### src/hw/rtl/sbph_pkg.sv
// Shared types and constants for the spectrum band peak-hold block.
package sbph_pkg;

   localparam int ACTION_W   = 2;
   localparam int IDX_W      = 9;
   localparam int MAG_W      = 20;
   localparam int SUM_W      = 29;
   localparam int LEVEL_W    = 16;
   localparam int DECAY_W    = 16;
   localparam int CSR_ADDR_W = 2;
   localparam int CSR_DATA_W = 29;
   localparam int NUM_BANDS  = 3;

   localparam logic [SUM_W-1:0]   LOW_THR_RESET  = 29'd35000;
   localparam logic [SUM_W-1:0]   HIGH_THR_RESET = 29'd200000;
   localparam logic [DECAY_W-1:0] DECAY_RESET    = 16'd25;
   localparam logic [LEVEL_W-1:0] LEVEL_MAX      = 16'd65535;

   // sums at or above this give a quotient beyond full scale
   localparam logic [SUM_W-1:0] DIV3_SAT_SUM = 29'd196608;
   localparam int               DIV3_IN_W    = 18;
   localparam int               DIV3_SHIFT   = 19;
   localparam logic [DIV3_IN_W-1:0] DIV3_RECIP = 18'd174763;

   typedef enum logic [ACTION_W-1:0] {
      ACT_BIN    = 2'd0,
      ACT_UPDATE = 2'd1,
      ACT_DECAY  = 2'd2
   } action_type;

   typedef enum logic [1:0] {
      BAND_RED   = 2'd0,
      BAND_GREEN = 2'd1,
      BAND_BLUE  = 2'd2
   } band_type;

   typedef enum logic [CSR_ADDR_W-1:0] {
      CSR_LOW_THR  = 2'd0,
      CSR_HIGH_THR = 2'd1,
      CSR_DECAY    = 2'd2
   } csr_index_type;

   typedef struct packed {
      logic             take;
      logic [IDX_W-1:0] bin_index;
      logic [MAG_W-1:0] magnitude;
   } bin_cmd_type;

endpackage

### src/hw/rtl/sbph_band_accum.sv
// Band accumulators and latched band sums, updated one bin item per cycle.
module sbph_band_accum #(
   parameter int NUM_BINS = 512,
   parameter int MAG_BITS = 20
) (
   input  logic                                               clock,
   input  logic                                               reset,
   input  sbph_pkg::bin_cmd_type                              cmd,
   output logic [sbph_pkg::NUM_BANDS-1:0][sbph_pkg::SUM_W-1:0] band_sums
);
   import sbph_pkg::*;

   localparam int CMP_W   = ($clog2(NUM_BINS) + 1 > IDX_W) ? $clog2(NUM_BINS) + 1 : IDX_W;
   localparam int MAG_USE = (MAG_BITS < MAG_W) ? MAG_BITS : MAG_W;
   localparam logic [MAG_W-1:0] MAG_MASK =
      MAG_W'((({(MAG_W+1){1'b0}} | (MAG_W+1)'(1)) << MAG_USE) - (MAG_W+1)'(1));
   localparam logic [CMP_W-1:0] BINS_C  = CMP_W'(NUM_BINS);
   localparam logic [CMP_W-1:0] LOW_END = CMP_W'(NUM_BINS / 4);
   localparam logic [CMP_W-1:0] MID_END = CMP_W'(NUM_BINS - NUM_BINS / 4);
   localparam logic [CMP_W-1:0] LAST_C  = CMP_W'(NUM_BINS - 1);

   logic [NUM_BANDS-1:0][SUM_W-1:0] acc_ff, acc_in;
   logic [NUM_BANDS-1:0][SUM_W-1:0] sums_ff, sums_in;
   logic [CMP_W-1:0]                idx_ext;
   band_type                        band;
   logic [SUM_W:0]                  total;

   always_comb begin
      acc_in  = acc_ff;
      sums_in = sums_ff;
      idx_ext = CMP_W'(cmd.bin_index);
      if (idx_ext < LOW_END) begin
         band = BAND_RED;
      end else if (idx_ext < MID_END) begin
         band = BAND_GREEN;
      end else begin
         band = BAND_BLUE;
      end
      total = '0;
      if (cmd.take && (idx_ext < BINS_C)) begin
         if (idx_ext == '0) begin
            acc_in = '0;
         end
         total = {1'b0, acc_in[band]} + (SUM_W+1)'(cmd.magnitude & MAG_MASK);
         acc_in[band] = total[SUM_W] ? {SUM_W{1'b1}} : total[SUM_W-1:0];
         if (idx_ext == LAST_C) begin
            sums_in = acc_in;
         end
      end
   end

   always_ff @(posedge clock) begin
      if (reset) begin
         acc_ff  <= '0;
         sums_ff <= '0;
      end else begin
         acc_ff  <= acc_in;
         sums_ff <= sums_in;
      end
   end

   assign band_sums = sums_ff;

endmodule

### src/hw/rtl/sbph_level_map.sv
// Maps one latched band sum to a 16-bit level through the two thresholds and a saturating divide by three.
module sbph_level_map (
   input  logic [sbph_pkg::SUM_W-1:0]   band_sum,
   input  logic [sbph_pkg::SUM_W-1:0]   low_thr,
   input  logic [sbph_pkg::SUM_W-1:0]   high_thr,
   output logic [sbph_pkg::LEVEL_W-1:0] level
);
   import sbph_pkg::*;

   logic [2*DIV3_IN_W-1:0] prod;

   assign prod = (2*DIV3_IN_W)'(band_sum[DIV3_IN_W-1:0]) * (2*DIV3_IN_W)'(DIV3_RECIP);

   always_comb begin
      if (band_sum < low_thr) begin
         level = '0;
      end else if (band_sum > high_thr) begin
         level = LEVEL_MAX;
      end else if (band_sum >= DIV3_SAT_SUM) begin
         level = LEVEL_MAX;
      end else begin
         level = prod[DIV3_SHIFT+LEVEL_W-1:DIV3_SHIFT];
      end
   end

endmodule

### src/hw/rtl/spectrum_band_peak_hold_leds.sv
// Top level: spectrum band sums mapped to peak-held red, green and blue levels.
// An accepted item passes through the input register and then the result register.
// Throughput: one item per cycle unless a stalled result backs up into req_stall.
// An input register and a result register separate the two channels.
// Reset (synchronous, active high) clears accumulators, sums, held levels and valids,
// and loads the threshold and decay registers with their default values.
module spectrum_band_peak_hold_leds #(
   parameter int NUM_BINS = 512,
   parameter int MAG_BITS = 20
) (
   input  logic                              clock,
   input  logic                              reset,
   input  logic                              req_valid,
   output logic                              req_stall,
   input  logic [sbph_pkg::ACTION_W-1:0]     req_action,
   input  logic [sbph_pkg::IDX_W-1:0]        req_bin_index,
   input  logic [sbph_pkg::MAG_W-1:0]        req_magnitude,
   output logic                              rsp_valid,
   input  logic                              rsp_stall,
   output logic [sbph_pkg::LEVEL_W-1:0]      rsp_red_level,
   output logic [sbph_pkg::LEVEL_W-1:0]      rsp_green_level,
   output logic [sbph_pkg::LEVEL_W-1:0]      rsp_blue_level,
   input  logic                              csr_we,
   input  logic [sbph_pkg::CSR_ADDR_W-1:0]   csr_addr,
   input  logic [sbph_pkg::CSR_DATA_W-1:0]   csr_wdata
);
   import sbph_pkg::*;

   logic [SUM_W-1:0]   low_thr_ff;
   logic [SUM_W-1:0]   high_thr_ff;
   logic [DECAY_W-1:0] decay_ff;

   logic                in_valid_ff;
   logic [ACTION_W-1:0] in_action_ff;
   logic [IDX_W-1:0]    in_idx_ff;
   logic [MAG_W-1:0]    in_mag_ff;

   logic                              out_valid_ff;
   logic [NUM_BANDS-1:0][LEVEL_W-1:0] held_ff, held_in;
   logic [NUM_BANDS-1:0][SUM_W-1:0]   band_sums;
   logic [NUM_BANDS-1:0][LEVEL_W-1:0] new_level;

   logic        out_ready;
   logic        advance;
   logic        in_load;
   bin_cmd_type cmd;

   assign out_ready = !out_valid_ff || !rsp_stall;
   assign advance   = in_valid_ff && out_ready;
   assign in_load   = !in_valid_ff || out_ready;
   assign req_stall = !in_load;

   always_ff @(posedge clock) begin
      if (reset) begin
         low_thr_ff  <= LOW_THR_RESET;
         high_thr_ff <= HIGH_THR_RESET;
         decay_ff    <= DECAY_RESET;
      end else if (csr_we) begin
         unique case (csr_addr)
            CSR_LOW_THR:  low_thr_ff  <= csr_wdata;
            CSR_HIGH_THR: high_thr_ff <= csr_wdata;
            CSR_DECAY:    decay_ff    <= csr_wdata[DECAY_W-1:0];
            default: ;
         endcase
      end
   end

   always_ff @(posedge clock) begin
      if (reset) begin
         in_valid_ff <= 1'b0;
      end else if (in_load) begin
         in_valid_ff <= req_valid;
      end
   end

   always_ff @(posedge clock) begin
      if (in_load) begin
         in_action_ff <= req_action;
         in_idx_ff    <= req_bin_index;
         in_mag_ff    <= req_magnitude;
      end
   end

   assign cmd.take      = advance && (in_action_ff == ACT_BIN);
   assign cmd.bin_index = in_idx_ff;
   assign cmd.magnitude = in_mag_ff;

   sbph_band_accum #(
      .NUM_BINS (NUM_BINS),
      .MAG_BITS (MAG_BITS)
   ) u_accum (
      .clock     (clock),
      .reset     (reset),
      .cmd       (cmd),
      .band_sums (band_sums)
   );

   for (genvar b = 0; b < NUM_BANDS; b++) begin : g_map
      sbph_level_map u_map (
         .band_sum (band_sums[b]),
         .low_thr  (low_thr_ff),
         .high_thr (high_thr_ff),
         .level    (new_level[b])
      );
   end

   always_comb begin
      held_in = held_ff;
      if (advance) begin
         unique case (action_type'(in_action_ff))
            ACT_UPDATE: begin
               for (int b = 0; b < NUM_BANDS; b++) begin
                  if (new_level[b] > held_ff[b]) begin
                     held_in[b] = new_level[b];
                  end
               end
            end
            ACT_DECAY: begin
               for (int b = 0; b < NUM_BANDS; b++) begin
                  held_in[b] = (held_ff[b] > decay_ff) ? held_ff[b] - decay_ff : '0;
               end
            end
            default: ;
         endcase
      end
   end

   always_ff @(posedge clock) begin
      if (reset) begin
         out_valid_ff <= 1'b0;
         held_ff      <= '0;
      end else begin
         held_ff <= held_in;
         if (out_ready) begin
            out_valid_ff <= in_valid_ff;
         end
      end
   end

   // hold the shown levels while the result waits
   logic [NUM_BANDS-1:0][LEVEL_W-1:0] shown_ff;

   always_ff @(posedge clock) begin
      if (advance) begin
         shown_ff <= held_in;
      end
   end

   assign rsp_valid       = out_valid_ff;
   assign rsp_red_level   = shown_ff[BAND_RED];
   assign rsp_green_level = shown_ff[BAND_GREEN];
   assign rsp_blue_level  = shown_ff[BAND_BLUE];

endmodule

### config.mk
export PLATFORM = sky130hd
export DESIGN_NAME = spectrum_band_peak_hold_leds
export DESIGN_NICKNAME = d
export VERILOG_FILES = /design/src/hw/rtl/sbph_pkg.sv /design/src/hw/rtl/sbph_band_accum.sv /design/src/hw/rtl/sbph_level_map.sv /design/src/hw/rtl/spectrum_band_peak_hold_leds.sv
export SDC_FILE = /design/constraint.sdc
export NUM_CORES = 2
export LEC_CHECK = 0
export BUFFER_PORTS_ARGS = -buffer_cell sky130_fd_sc_hd__buf_2
export CAP_MARGIN = 20
export CORE_AREA = 2 2 267 269
export DETAILED_ROUTE_END_ITERATION = 12
export DIE_AREA = 0 0 269 271
export GPL_TIMING_DRIVEN = 0
export PLACE_DENSITY = 0.78
export SLEW_MARGIN = 15
export SYNTH_ARGS = -nofsm -noshare
export SYNTH_HDL_FRONTEND = slang
export SYNTH_SLANG_ARGS = --single-unit
### constraint.sdc
create_clock -name clock -period 10.4 [get_ports clock]
set_input_delay 1.56 -clock clock [delete_from_list [all_inputs] [get_ports clock]]
set_output_delay 1.56 -clock clock [all_outputs]
set_load 0.02 [all_outputs]
==> results.md <==
- The actual transition at the worst max-transition pin is 1.20 ns.
- The number of setup violations in the final report is 0.
- The initial detailed-routing violation count is 3913.
- The vertical die dimension is ~270 µm.
- The initial antenna violation count is 4.
- The worst pin sits at a relative slew slack of 19.8%.
- For this run, design rule violations remaining after detail routing come to 0.
- The number of max-slew violations in the final report is 0.
- Once placement completed, the tool counted placed cells totaling 5896.
- The CTS buffer count is 44.
- The type of the most critical hold path is flop to flop.
- The post-layout instance count excluding filler cells is 5982.
- The data required time at the worst endpoint is between 10 and 15 ns.
- In this run the power density over the cells is 76.1 nW/µm².
- The last weighted congestion value of the routability-driven placer is 1.01.
- The highest attainable clock frequency is 101 MHz.
- Of the cells placed in the final design, the portion with a size suffix greater than 1 is 5.38%.
- TritonCTS built the clock tree.
- The initial utilization of the core area, before any placement, comes to 60.6%.
- Counting flops and latches in the post-synthesis netlist gives about 380.
- The worst register-to-register path has a setup slack of 0.54 ns.
- The later pin in the worst-skew pair is clocked with a latency of 0.63 ns.
- Hold repair after CTS inserted 0 buffers.
- Sorting the synthesized cells by how often they occur yields inv_1, ha_1, fa_1, nor2_1, nand2_1.
- The number of global-route vias before repair is approximately 36000.
- The cell type with the largest total area after synthesis is ha_1.
- The synthesis-to-finish area growth is 7.90%.
- The die area is between 70000 and 80000 µm².
- The final hold violation count came to 0.
- The mean number of vias per cell is 6.09.
- The net count of the mapped netlist is between 6000 and 7000.
- Once the clock tree was built, the setup fixing pass inserted 0 buffers.
- The first-pass GRT wire length is between 200000 and 250000 µm.
- CTS placed an instance of clkbuf_16 at the clock tree root.
- For the final database, setup skew stands at between 0.05 and 0.06 ns.
- Row generation in the floorplan step produced 97 rows.
- The synthesized instance count is 4838.
- The delay of the slowest critical-path stage is 0.73 ns.
- The final HPWL from detailed placement is 107000 µm.
- The pin count of the biggest net entering global routing is 36.
- The final critical path time including I/O delays and setup is 9.86 ns.
- Counting along the longest clock path gives a buffer depth of 3.
- Yosys printed 0 warnings.
- Across the VDD grid, the largest voltage drop is 0.000133 V.
- The total leakage power is ~23 nW.
- Across the run, the number of max-cap violations was 0.
- Summing over every cut layer, the via total after detailed routing is 36400.
- The distinct cell type count after synthesis is 98.
- The worst setup path is captured at a flop.
- For this design the top-level I/O count stands at 117.
- The H-tree generated during clock tree synthesis spans 2 levels.
- The post-route setup TNS is 0 ns.
- Of the post-synthesis cell area, the dominant cell type holds 23.0%.
- The number of I/O port buffers is 116.
- Sequential cells were found to cover between 10% and 20% of the synthesized design area.
- For this design, the sink count on the clock tree is between 300 and 400.
- In the final routed layout, each cell accounts on average for 21.8 µm.
- In the synthesized netlist the dominant register cell turns out to be dfxtp_1.
- Sorting the synthesized cells by area gives the leading types as ha_1, fa_1, dfxtp_1.
- The startpoint kind of the worst setup timing path is a flop.
- The routed design has 130000 µm of wire.
- The post-route fraction of the period consumed by the critical path is 94.8%.
- The synthesized area per cell is 8.74 µm².
- The library cell with the highest instance count after synthesis is inv_1.
- The clock input transition at the sequential cells of the worst setup and hold paths is 0.06 ns.
- The worst path arrival time is 10.20 ns.
- The type of the worst setup path is flop to flop.
- Power comes to 3.47 mW.
- The area of the core is 69800 µm².
- Summing all placed instances gives a cell area of 44100 µm².
- Setup repair after global routing left no endpoint under its margin.
- The total overflow left after global routing is 0.
- The worst-path cell with the longest stage delay is dfxtp_1.
- Once layout is done, the placed cells without fillers occupy 45600 µm².
- The async set-or-reset flop fraction in the synthesized netlist is 0%.
- The number of enable-type register cells in the synthesized netlist is 79.
- The residual antenna-violating net count after detailed routing is 0.
- The netlist area before placement is 42300 µm².
- The number of instances resized during post-cts repair is 0.
- The maximum fanout along the worst path is 11.
- The chip width is 269 µm.
- The net count of the finished layout is 6173.
- The flow ran to the end, and the final reports show no timing, DRC or antenna violations.
- The first TritonRoute pass finished after 6 iterations.
- Global routing used roughly 36% of the available tracks.
[metal layers]
metal  wire length (µm)  track usage (%)  part of all wire [%]
met4               7680             19.1                   5.9
met2              58600             57.2                    45
met3              10400             5.20                   8.0
met5                  0                0                     0
met1              53600             47.4                    41
[power breakdown]
part	internal (mW)	switching [mW]	total, mW
Combinational	0.0945	0.228	0.323
Sequential	1.52	0.0133	1.53
Clock	0.936	0.683	1.62
Total	2.55	0.925	3.47
[cell usage in the layout, fill, tap and decap left out, drive strengths merged, types with 34 or more instances in the layout]
cell type	count
nand2	333
nand3	56
buf	137
nor3	70
edfxtp	79
fa	325
o21a	38
o21ai	158
nor2	325
xnor2	67
inv	926
nand4	65
a21oi	311
a22oi	96
a21o	108
clkbuf	196
dfxtp	298
a211oi	90
a221oi	73
mux2i	34
xor2	37
ha	778
[state kept, by name, indices dropped and copies added (netlist names), 2 cells and up]
name / count
in_action_ff: 2
high_thr_ff: 29
u_accum.acc_ff: 87
rsp_red_level: 16
low_thr_ff: 29
u_accum.band_sums: 87
decay_ff: 16
held_ff: 48
in_mag_ff: 20
in_idx_ff: 9
rsp_green_level: 16
rsp_blue_level: 16
[cell type report]
class | count | area, µm²
inverter | 925 | 3490
timing repair buffer | 119 | 636
clock buffer | 60 | 1220
multi-input combinational | 3381 | 29900
tap | 940 | 1180
antenna | 3 | 7.51
buffer | 155 | 632
clock inverter | 22 | 294
sequential | 377 | 8340
fill | 5797 | 24100
[logic make-up (layout without fill, tap and decap cells)]
family / after synthesis / after routing / synth area share (%)
fa+ha+maj: 1103 / 1103 / 38.4
compound gates: 1101 / 1101 / 17.7
buf+inv: 1080 / 1281 / 9.73
simple gates: 1034 / 1034 / 11.4
flops: 377 / 377 / 19.7
xor+xnor: 104 / 104 / 2.15
mux: 39 / 39 / 0.946
other cells: 0 / 3 / 0
[worst max-delay path, delay by kind of cell, from the launching register on]
kind	cells	cell delay, ns
AO/OA/AOI/OAI	10	3.08
XOR/XNOR	1	0.40
adder cells (fa/ha/maj)	8	3.30
buffers and inverters	6	0.82
flip-flops	1	0.73
AND/OR/NAND/NOR	5	1.23
[per-stage QoR]
step	setup slack (ns)	hold slack [ns]	util, %
after floorplan	2.85	0.436	-
after CTS	0.686	0.455	65.4
after global routing	0.0799	0.468	65.4
after detailed placement	0.753	0.447	63.2
final	0.544	0.454	65.4
after global placement	0.876	0.442	63.1
[path summary, 6_finish.rpt]
| kind | endpoint | cells past startpoint | from |
|---|---|---|---|
| setup / recovery | rsp_red_level[3]$_DFFE_PP_ | 30 | u_accum.band_sums[1]$_SDFFE_PP0P_ |
| hold / removal | decay_ff[10]$_SDFFE_PP0P_ | 2 | decay_ff[10]$_SDFFE_PP0P_ |
| setup reg to reg | rsp_red_level[3]$_DFFE_PP_ | 30 | u_accum.band_sums[1]$_SDFFE_PP0P_ |
| hold reg to reg | decay_ff[10]$_SDFFE_PP0P_ | 2 | decay_ff[10]$_SDFFE_PP0P_ |
Power figures use the tool's default switching activity.
